## src/hw/rtl/m4inv_pkg.sv

```systemverilog
package m4inv_pkg;

	localparam int FRAC_BITS = 16;
	localparam int SHIFT     = 2 * FRAC_BITS;
	localparam int E_W       = 32;
	// Accumulator: the determinant stays below 24 * 2^124 in magnitude.
	localparam int ACC_W     = 132;
	// Magnitude register: cofactors stay below 6 * 2^93.
	localparam int A_W       = 96;
	localparam int ADJ_W     = A_W + 1;
	localparam int N_W       = A_W + SHIFT;
	localparam int REM_W     = (ACC_W + 1 > N_W - E_W) ? ACC_W + 1 : N_W - E_W;
	localparam int DIV_STEPS = E_W;

	typedef enum logic [3:0] {
		OP_NOP,
		OP_MUL_EE,
		OP_MUL_AE,
		OP_LDA_M,
		OP_LDA_ADJ,
		OP_STORE,
		OP_DLOAD,
		OP_CLOAD,
		OP_DCMP,
		OP_DSTEP,
		OP_EMIT
	} op_t;

	typedef enum logic [1:0] {
		TGT_M,
		TGT_C,
		TGT_D
	} tgt_t;

	typedef struct packed {
		op_t        op;
		logic [3:0] addr_a;
		logic [3:0] addr_b;
		logic [1:0] chunk;
		logic       sub;
		logic       first;
		tgt_t       tgt;
		logic       last;
		logic       wr_en;
		logic [3:0] wr_addr;
	} cmd_t;

	typedef struct packed {
		logic pipe_busy;
		logic out_free;
	} sts_t;

	// n-th index of 0..3 that skips k (n in 0..2).
	function automatic logic [1:0] skip_idx(input logic [1:0] k, input logic [1:0] n);
		logic [1:0] r;
		r = (n < k) ? n : n + 2'd1;
		return r;
	endfunction

endpackage

```

## src/hw/rtl/m4inv_ctrl.sv

```systemverilog
module m4inv_ctrl (
	input  logic            clk,
	input  logic            arst_n,
	input  logic            in_valid,
	output logic            in_ready,
	input  m4inv_pkg::sts_t sts,
	output m4inv_pkg::cmd_t cmd
);
	import m4inv_pkg::*;

	typedef enum logic [14:0] {
		ST_LOAD  = 15'b000000000000001,
		ST_MINOR = 15'b000000000000010,
		ST_WAITM = 15'b000000000000100,
		ST_COF   = 15'b000000000001000,
		ST_WAITC = 15'b000000000010000,
		ST_DLDA  = 15'b000000000100000,
		ST_DADJ  = 15'b000000001000000,
		ST_DET   = 15'b000000010000000,
		ST_DWAIT = 15'b000000100000000,
		ST_CRD   = 15'b000001000000000,
		ST_CLD   = 15'b000010000000000,
		ST_DCMP  = 15'b000100000000000,
		ST_DIV   = 15'b001000000000000,
		ST_EMIT  = 15'b010000000000000,
		ST_IDLE  = 15'b100000000000000
	} state_t;

	state_t     state_q, state_nx;
	logic [3:0] cnt_q, cnt_nx;
	logic [1:0] term_q, term_nx;
	logic [1:0] sub_q, sub_nx;
	logic [4:0] div_q, div_nx;

	logic [1:0] ci, rk, r0, r1, r2, c0, c1, c2, ca, cb, cj;
	always_comb begin
		ci = cnt_q[3:2];
		rk = cnt_q[1:0];
		r0 = skip_idx(rk, 2'd0);
		r1 = skip_idx(rk, 2'd1);
		r2 = skip_idx(rk, 2'd2);
		c0 = skip_idx(ci, 2'd0);
		c1 = skip_idx(ci, 2'd1);
		c2 = skip_idx(ci, 2'd2);
		ca = (term_q == 2'd0) ? c1 : c0;
		cb = (term_q == 2'd2) ? c1 : c2;
		case (term_q)
			2'd0:    cj = c0;
			2'd1:    cj = c1;
			default: cj = c2;
		endcase
	end

	always_comb begin
		state_nx    = state_q;
		cnt_nx      = cnt_q;
		term_nx     = term_q;
		sub_nx      = sub_q;
		div_nx      = div_q;
		in_ready    = 1'b0;
		cmd         = '0;
		cmd.op      = OP_NOP;
		cmd.tgt     = TGT_M;
		cmd.wr_addr = cnt_q;
		case (state_q)
			ST_LOAD: begin
				in_ready   = 1'b1;
				cmd.wr_en  = in_valid;
				if (in_valid) begin
					cnt_nx = cnt_q + 4'd1;
					if (cnt_q == 4'd15) begin
						term_nx  = '0;
						sub_nx   = '0;
						state_nx = ST_MINOR;
					end
				end
			end
			ST_MINOR: begin
				// two products of the 2x2 minor in rows r1, r2
				cmd.op    = OP_MUL_EE;
				cmd.tgt   = TGT_M;
				cmd.first = (sub_q == 2'd0);
				cmd.sub   = (sub_q != 2'd0);
				cmd.addr_a = (sub_q == 2'd0) ? {r1, ca} : {r1, cb};
				cmd.addr_b = (sub_q == 2'd0) ? {r2, cb} : {r2, ca};
				sub_nx    = sub_q + 2'd1;
				if (sub_q != 2'd0) begin
					sub_nx   = '0;
					state_nx = ST_WAITM;
				end
			end
			ST_WAITM: begin
				if (!sts.pipe_busy) begin
					cmd.op   = OP_LDA_M;
					state_nx = ST_COF;
				end
			end
			ST_COF: begin
				cmd.op     = OP_MUL_AE;
				cmd.tgt    = TGT_C;
				cmd.chunk  = sub_q;
				cmd.addr_b = {r0, cj};
				cmd.sub    = (term_q == 2'd1) ^ ci[0] ^ rk[0];
				cmd.first  = (term_q == 2'd0) && (sub_q == 2'd0);
				sub_nx     = sub_q + 2'd1;
				if (sub_q == 2'd1) begin
					sub_nx = '0;
					if (term_q == 2'd2) begin
						state_nx = ST_WAITC;
					end else begin
						term_nx  = term_q + 2'd1;
						state_nx = ST_MINOR;
					end
				end
			end
			ST_WAITC: begin
				if (!sts.pipe_busy) begin
					cmd.op     = OP_STORE;
					cmd.addr_a = cnt_q;
					term_nx    = '0;
					cnt_nx     = cnt_q + 4'd1;
					state_nx   = (cnt_q == 4'd15) ? ST_DLDA : ST_MINOR;
				end
			end
			ST_DLDA: begin
				// present the cofactor address while the pipe drains
				cmd.addr_a = {cnt_q[1:0], 2'd0};
				if (!sts.pipe_busy) begin
					state_nx = ST_DADJ;
				end
			end
			ST_DADJ: begin
				cmd.op     = OP_LDA_ADJ;
				cmd.addr_a = {cnt_q[1:0], 2'd0};
				state_nx   = ST_DET;
			end
			ST_DET: begin
				// row 0 expansion: adj(j,0) * a(0,j)
				cmd.op     = OP_MUL_AE;
				cmd.tgt    = TGT_D;
				cmd.chunk  = sub_q;
				cmd.addr_b = {2'd0, cnt_q[1:0]};
				cmd.first  = (cnt_q == 4'd0) && (sub_q == 2'd0);
				sub_nx     = sub_q + 2'd1;
				if (sub_q == 2'd2) begin
					sub_nx   = '0;
					cnt_nx   = cnt_q + 4'd1;
					state_nx = (cnt_q == 4'd3) ? ST_DWAIT : ST_DLDA;
				end
			end
			ST_DWAIT: begin
				if (!sts.pipe_busy) begin
					cmd.op   = OP_DLOAD;
					cnt_nx   = '0;
					state_nx = ST_CRD;
				end
			end
			ST_CRD: begin
				// present the cofactor address in the cycle before the load
				cmd.addr_a = cnt_q;
				state_nx   = ST_CLD;
			end
			ST_CLD: begin
				cmd.op     = OP_CLOAD;
				cmd.addr_a = cnt_q;
				state_nx   = ST_DCMP;
			end
			ST_DCMP: begin
				cmd.op   = OP_DCMP;
				div_nx   = '0;
				state_nx = ST_DIV;
			end
			ST_DIV: begin
				cmd.op = OP_DSTEP;
				div_nx = div_q + 5'd1;
				if (div_q == 5'(DIV_STEPS - 1)) begin
					state_nx = ST_EMIT;
				end
			end
			ST_EMIT: begin
				if (sts.out_free) begin
					cmd.op   = OP_EMIT;
					cmd.last = (cnt_q == 4'd15);
					cnt_nx   = cnt_q + 4'd1;
					state_nx = (cnt_q == 4'd15) ? ST_IDLE : ST_CRD;
				end
			end
			ST_IDLE: begin
				cnt_nx   = '0;
				state_nx = ST_LOAD;
			end
			default: begin
				state_nx = ST_LOAD;
			end
		endcase
	end

	always_ff @(posedge clk or negedge arst_n) begin
		if (!arst_n) begin
			state_q <= ST_LOAD;
			cnt_q   <= '0;
			term_q  <= '0;
			sub_q   <= '0;
			div_q   <= '0;
		end else begin
			state_q <= state_nx;
			cnt_q   <= cnt_nx;
			term_q  <= term_nx;
			sub_q   <= sub_nx;
			div_q   <= div_nx;
		end
	end

endmodule

```

## config.mk

```make
export PLATFORM = sky130hd
export DESIGN_NAME = m4inv_ctrl
export DESIGN_NICKNAME = d
export VERILOG_FILES = /design/src/hw/rtl/m4inv_pkg.sv /design/src/hw/rtl/m4inv_ctrl.sv
export SDC_FILE = /design/constraint.sdc
export NUM_CORES = 1
export LEC_CHECK = 0
export BUFFER_PORTS_ARGS = -buffer_cell sky130_fd_sc_hd__buf_2
export CAP_MARGIN = 20
export CORE_MARGIN = 4
export CORE_UTILIZATION = 53
export CTS_CLUSTER_SIZE = 16
export DETAILED_ROUTE_END_ITERATION = 12
export PLACE_DENSITY = 0.77
export SKIP_LAST_GASP = 1
export SLEW_MARGIN = 10
export SYNTH_ARGS = -nofsm -noshare
export SYNTH_HDL_FRONTEND = slang
export SYNTH_SLANG_ARGS = --single-unit
```

## constraint.sdc

```tcl
create_clock -name clk -period 2.9 [get_ports clk]
set_clock_uncertainty 0.2 [all_clocks]
set_input_delay 0.58 -clock clk [delete_from_list [all_inputs] [get_ports clk]]
set_output_delay 0.58 -clock clk [all_outputs]
set_load 0.05 [all_outputs]
```

# Word level (Yosys, flattened, before mapping)
# Cells that the tools add are included.
# op_classes
n_reduce_logical	17
eq_ne	34
n_bitwise	2
n_mux	58
magnitude_cmp	6
addsub	4
# ops
operator	n
15-bit one-hot mux with 14 select lines	1
15-bit 2-to-1 mux	12
4-bit one-hot mux with 10 select lines	1
2-bit 2-to-1 mux	16
4-bit 2-to-1 mux	6
2-bit != test (second input constant)	12
4-bit one-hot mux with 6 select lines	1
4-bit one-hot mux with 4 select lines	1
15-bit by 1-bit == test with 1-bit output (second input constant)	1
15-bit by 10-bit == test with 1-bit output (second input constant)	1
15-bit by 11-bit == test with 1-bit output (second input constant)	1
15-bit by 12-bit == test with 1-bit output (second input constant)	1
15-bit by 13-bit == test with 1-bit output (second input constant)	1
15-bit by 14-bit == test with 1-bit output (second input constant)	1
15-bit == test (second input constant)	1
15-bit by 2-bit == test with 1-bit output (second input constant)	1
15-bit by 3-bit == test with 1-bit output (second input constant)	1
15-bit by 4-bit == test with 1-bit output (second input constant)	1
15-bit by 5-bit == test with 1-bit output (second input constant)	1
15-bit by 6-bit == test with 1-bit output (second input constant)	1
15-bit by 7-bit == test with 1-bit output (second input constant)	1
15-bit by 8-bit == test with 1-bit output (second input constant)	1
15-bit by 9-bit == test with 1-bit output (second input constant)	1
4-bit one-hot mux with 3 select lines	1
34 further kinds	55
# word_totals
word_cells	126
inputBits	5
reg_bits	28
output_inout_bits	25

# Longest topological paths before layout
# logic_depth
word_depth	5
mapped_depth	10
depth_no_buf	8

# Worst setup path before layout
# Ideal clock, no wire load.
# synth_path
path_kind	reg-to-output
startpoint	register state_q[4]
endpoint	output port cmd[4] (netlist name)
n_path_buf	2
path_stages_with_launch	6
slack_ns	-1.273
arrival_ns	3.393
t_required_ns	2.120
cell_sequence	dfrtp_1 > buf_2 > or4_1 > buf_2 > nor4_1 > and2_1
# synth_lines
element	line	text
start: declaration	m4inv_ctrl.sv:29	state_t state_q, state_nx;
start signal: assignment	m4inv_ctrl.sv:206	state_q <= state_nx;
end: declaration	m4inv_ctrl.sv:7	output m4inv_pkg::cmd_t cmd

==> results.md <==
* XOR/XNOR Fraction of Synth Area at 3.25%
* Initial antenna violation count at 0
* Worst vdd ir at 0.693 mV
* Die X-Extent at 75.6 um
* Final Instance Area at 3710 sq um
* Final Hold Viols at 0
* Minimum clock period at 3.24 ns
* GRT Util Overall at 30.7%
* WS Path Type: reg2out
* Core box area at 4380 sq um
* Final core occ at 84.7%
* Outcome: complete, but fails checks
* Wirelength per Cell at 22.1 um
* Crit-path max FO at 5
* Final setup viols at 24
* RSZ-0062 raised after global routing: yes
* TritonCTS clock tree: done
* GRT overflow at 0
* Post-Synth Simple-Gate Area at 28.9%
* Post-synth ARST share at 100%
* Net Count, Synth at 313
* Most area-hungry cell type in the Yosys netlist: dfrtp_1
* EDFF count, synth at 0
* Final ANT Viol Nets at 0
* Worst setup EP type: output pin
* Routed vias/inst at 6.61
* Slew Limit Fails at 0
* Cell count after synthesis at 294
* Mux cell area share after synthesis at 5.11%
* Power per cell area at 733 nW/um^2
* DR vias at 2857
* Vias in the first global route at 2546
* Worst slack, placed at -0.111 ns
* FF-to-FF End: state_q[5]$_DFFE_PN0P_
* Share of the synthesized area in the top cell type at 27.9%
* Crit path launch: state_q[13]$_DFFE_PN0P_
* Max-cap violations at 0
* Main combinational cell family by area after synthesis: simple AND/OR/NAND/NOR gates
* Sw power at 1.34 mW
* Seq cells post-synth at 28
* Clock sink count at 28
* Worst endpoint required time at 2.12 ns
* Max Fclk at 309 MHz
* Final setup margin at -0.339 ns
* Diodes inserted at 0
* DR pass1 iterations at 5
* Unique masters post-synth at 60
* CP Data Arrival Time at 2.46 ns
* Hold Path Class: in2async
* GP Congestion at 0.969
* Final period util at 112%
* Leak Pwr at 1.72 nW
* R2r worst-path depth at 10
* Area contributors post-synth: dfrtp_1 (28%), ha_1 (7.2%), nand2_1 (5.1%), nor2_1 (4.0%), mux2i_1 (3.7%)
* Most numerous cell in the Yosys netlist: nand2_1
* Largest net degree at the start of global routing at 29
* I/O Pins at 30
* Failing checks: setup timing
* Clock slew seen by the registers of the worst setup and hold paths at 0.11 ns
* CP endpoint: cmd[9]
* Drc violations at 0
* Synth Area in Compound Gates at 20.5%
* Die area at 5720 sq um
* Cell Rows at 24
* Primary FF master, synth: dfrtp_1
* Placed cells at 406
* Yosys warning total at 0
* Comb pwr share at 67.2%
* Initial Utilization at 55.3%
* H-tree level count at 1
* Global-route wire length before repair at 13000 um
* Reg power frac at 20.7%
* PortBufs at 29
* Netlist Area Pre-Place at 2420 sq um
* Avg Inst Size Synth at 8.25 sq um
* Wirelength, routed at 9560 um
* Clock Latency Late Sink at 0.29 ns
* Hold slack final at 0.112 ns
* Post-DP Area at 3120 sq um
* Die height at 75.6 um
* CTS Hold Bufs at 0
* Dpl hpwl at 5660 um
* Longest Clk Path Bufs at 2
* Area Growth Syn to Fin at 53.1%
* Layout cells sized above 1 at 45.3%
* Synth top cells by count: nand2_1 (33), dfrtp_1 (27), nor2_1 (26)
* Number of buffers created by CTS at 3
* Initial DRC Count at 400
* Slew margin rel. at 55.2%
* Clock power share at 12.2%
* CTS root buffer: clkbuf_8
* Non-Filler Instances at 432
* Int Power at 1.38 mW
* Setup_tns at -4.59 ns
* Seq/Total Area, Yosys at 28.9%
* Switching part of the total power at 49.3%
* Critical R2R Launch: state_q[13]$_DFFE_PN0P_
* Final Power at 2.72 mW
* Worst setup SP type: flop
* Nets at 400
* Worst slew pin tran at 0.673 ns
* Adder-Cell Fraction of Synth Area at 7.22%
* Reg2reg setup slack at -0.10 ns
[logic make-up after synthesis]
kind of cell / Yosys count
buffers and inverters: 35
AOI/OAI and AO/OA: 64
adders and majority gates: 14
muxes: 12
DFF: 28
and+or+nand+nor: 132
xor gates and xnor gates: 9
[worst min path at each step]
| stage | start | end | slack, ns | cells after the start |
|---|---|---|---|---|
| finish | arst_n | state_q[2]$_DFFE_PN0P_ | 0.11 | 1 |
| detailed placement | div_q[2]$_DFFE_PN0P_ | div_q[2]$_DFFE_PN0P_ | 0.28 | 1 |
| global route | arst_n | state_q[4]$_DFFE_PN0P_ | 0.14 | 1 |
| CTS | arst_n | state_q[7]$_DFFE_PN0P_ | 0.13 | 1 |
| global placement | div_q[2]$_DFFE_PN0P_ | div_q[2]$_DFFE_PN0P_ | 0.28 | 1 |
| floorplan | arst_n | cnt_q[0]$_DFFE_PN0P_ | 0.08 | 0 |
[power by group through the flow]
stage / clock (mW) / sequential, mW / combinational, mW
final: 0.331 / 0.562 / 1.83
after global routing: 0.354 / 0.571 / 1.91
after CTS: 0.321 / 0.547 / 1.59
after detailed placement: 0 / 0.552 / 1.49
after global placement: 0 / 0.546 / 1.45
after floorplan: 0 / 0.617 / 0.955
[registers in the layout (all words and copies together) (netlist names)]
register  flops
div_q         5
cnt_q         4
term_q        2
state_q      15
sub_q         2
[cell usage in the layout, fill, tap and decap left out, types with 7 or more instances in the layout]
cell type,synthesis,routed
buf_4,2,70
nand2_1,33,26
dfrtp_1,27,26
nor2_1,26,18
o21ai_0,17,14
ha_1,14,14
nor3_1,13,12
buf_6,0,11
buf_8,0,11
nor2_4,0,9
inv_1,11,8
mux2i_1,9,8
buf_2,7,8
nand3_1,9,7
[critical path, cell delays in order, from the launching register on]
cell and delay [ns]:
dfrtp_1 0.40, or3_1 0.55, or2_4 0.32, or3_4 0.40
buf_6 0.17, o22ai_4 0.15, buf_6 0.18
[metal layers]
metal / vias up / global-route usage [%] / part of all wire (%) / wire length, um
li1: 1247 / - / - / -
met1: 1359 / 40.0 / 38 / 3670
met2: 198 / 50.0 / 46 / 4440
met3: 53 / 5.67 / 9.6 / 915
met4: 0 / 12.4 / 5.6 / 538
met5: - / 0 / 0 / 0
[cell type report]
| type | instances | area [sq um] |
|---|---|---|
| Clock inverter | 1 | 30.0 |
| Timing Repair inverter | 1 | 6.26 |
| Sequential cell | 28 | 703 |
| Tap cell | 52 | 65.1 |
| Multi-Input combinational cell | 231 | 1880 |
| Clock buffer | 3 | 41.3 |
| Fill cell | 241 | 672 |
| Inverter | 12 | 56.3 |
| Timing Repair Buffer | 104 | 935 |
[timing repair]
item,4_1_cts,5_1_grt
setup endpoints to repair,21,23
pin swaps,10,10
gates resized for setup,58,39
gates cloned,0,1
setup buffers,7,14
No activity file was read; power rests on OpenSTA's default activity.
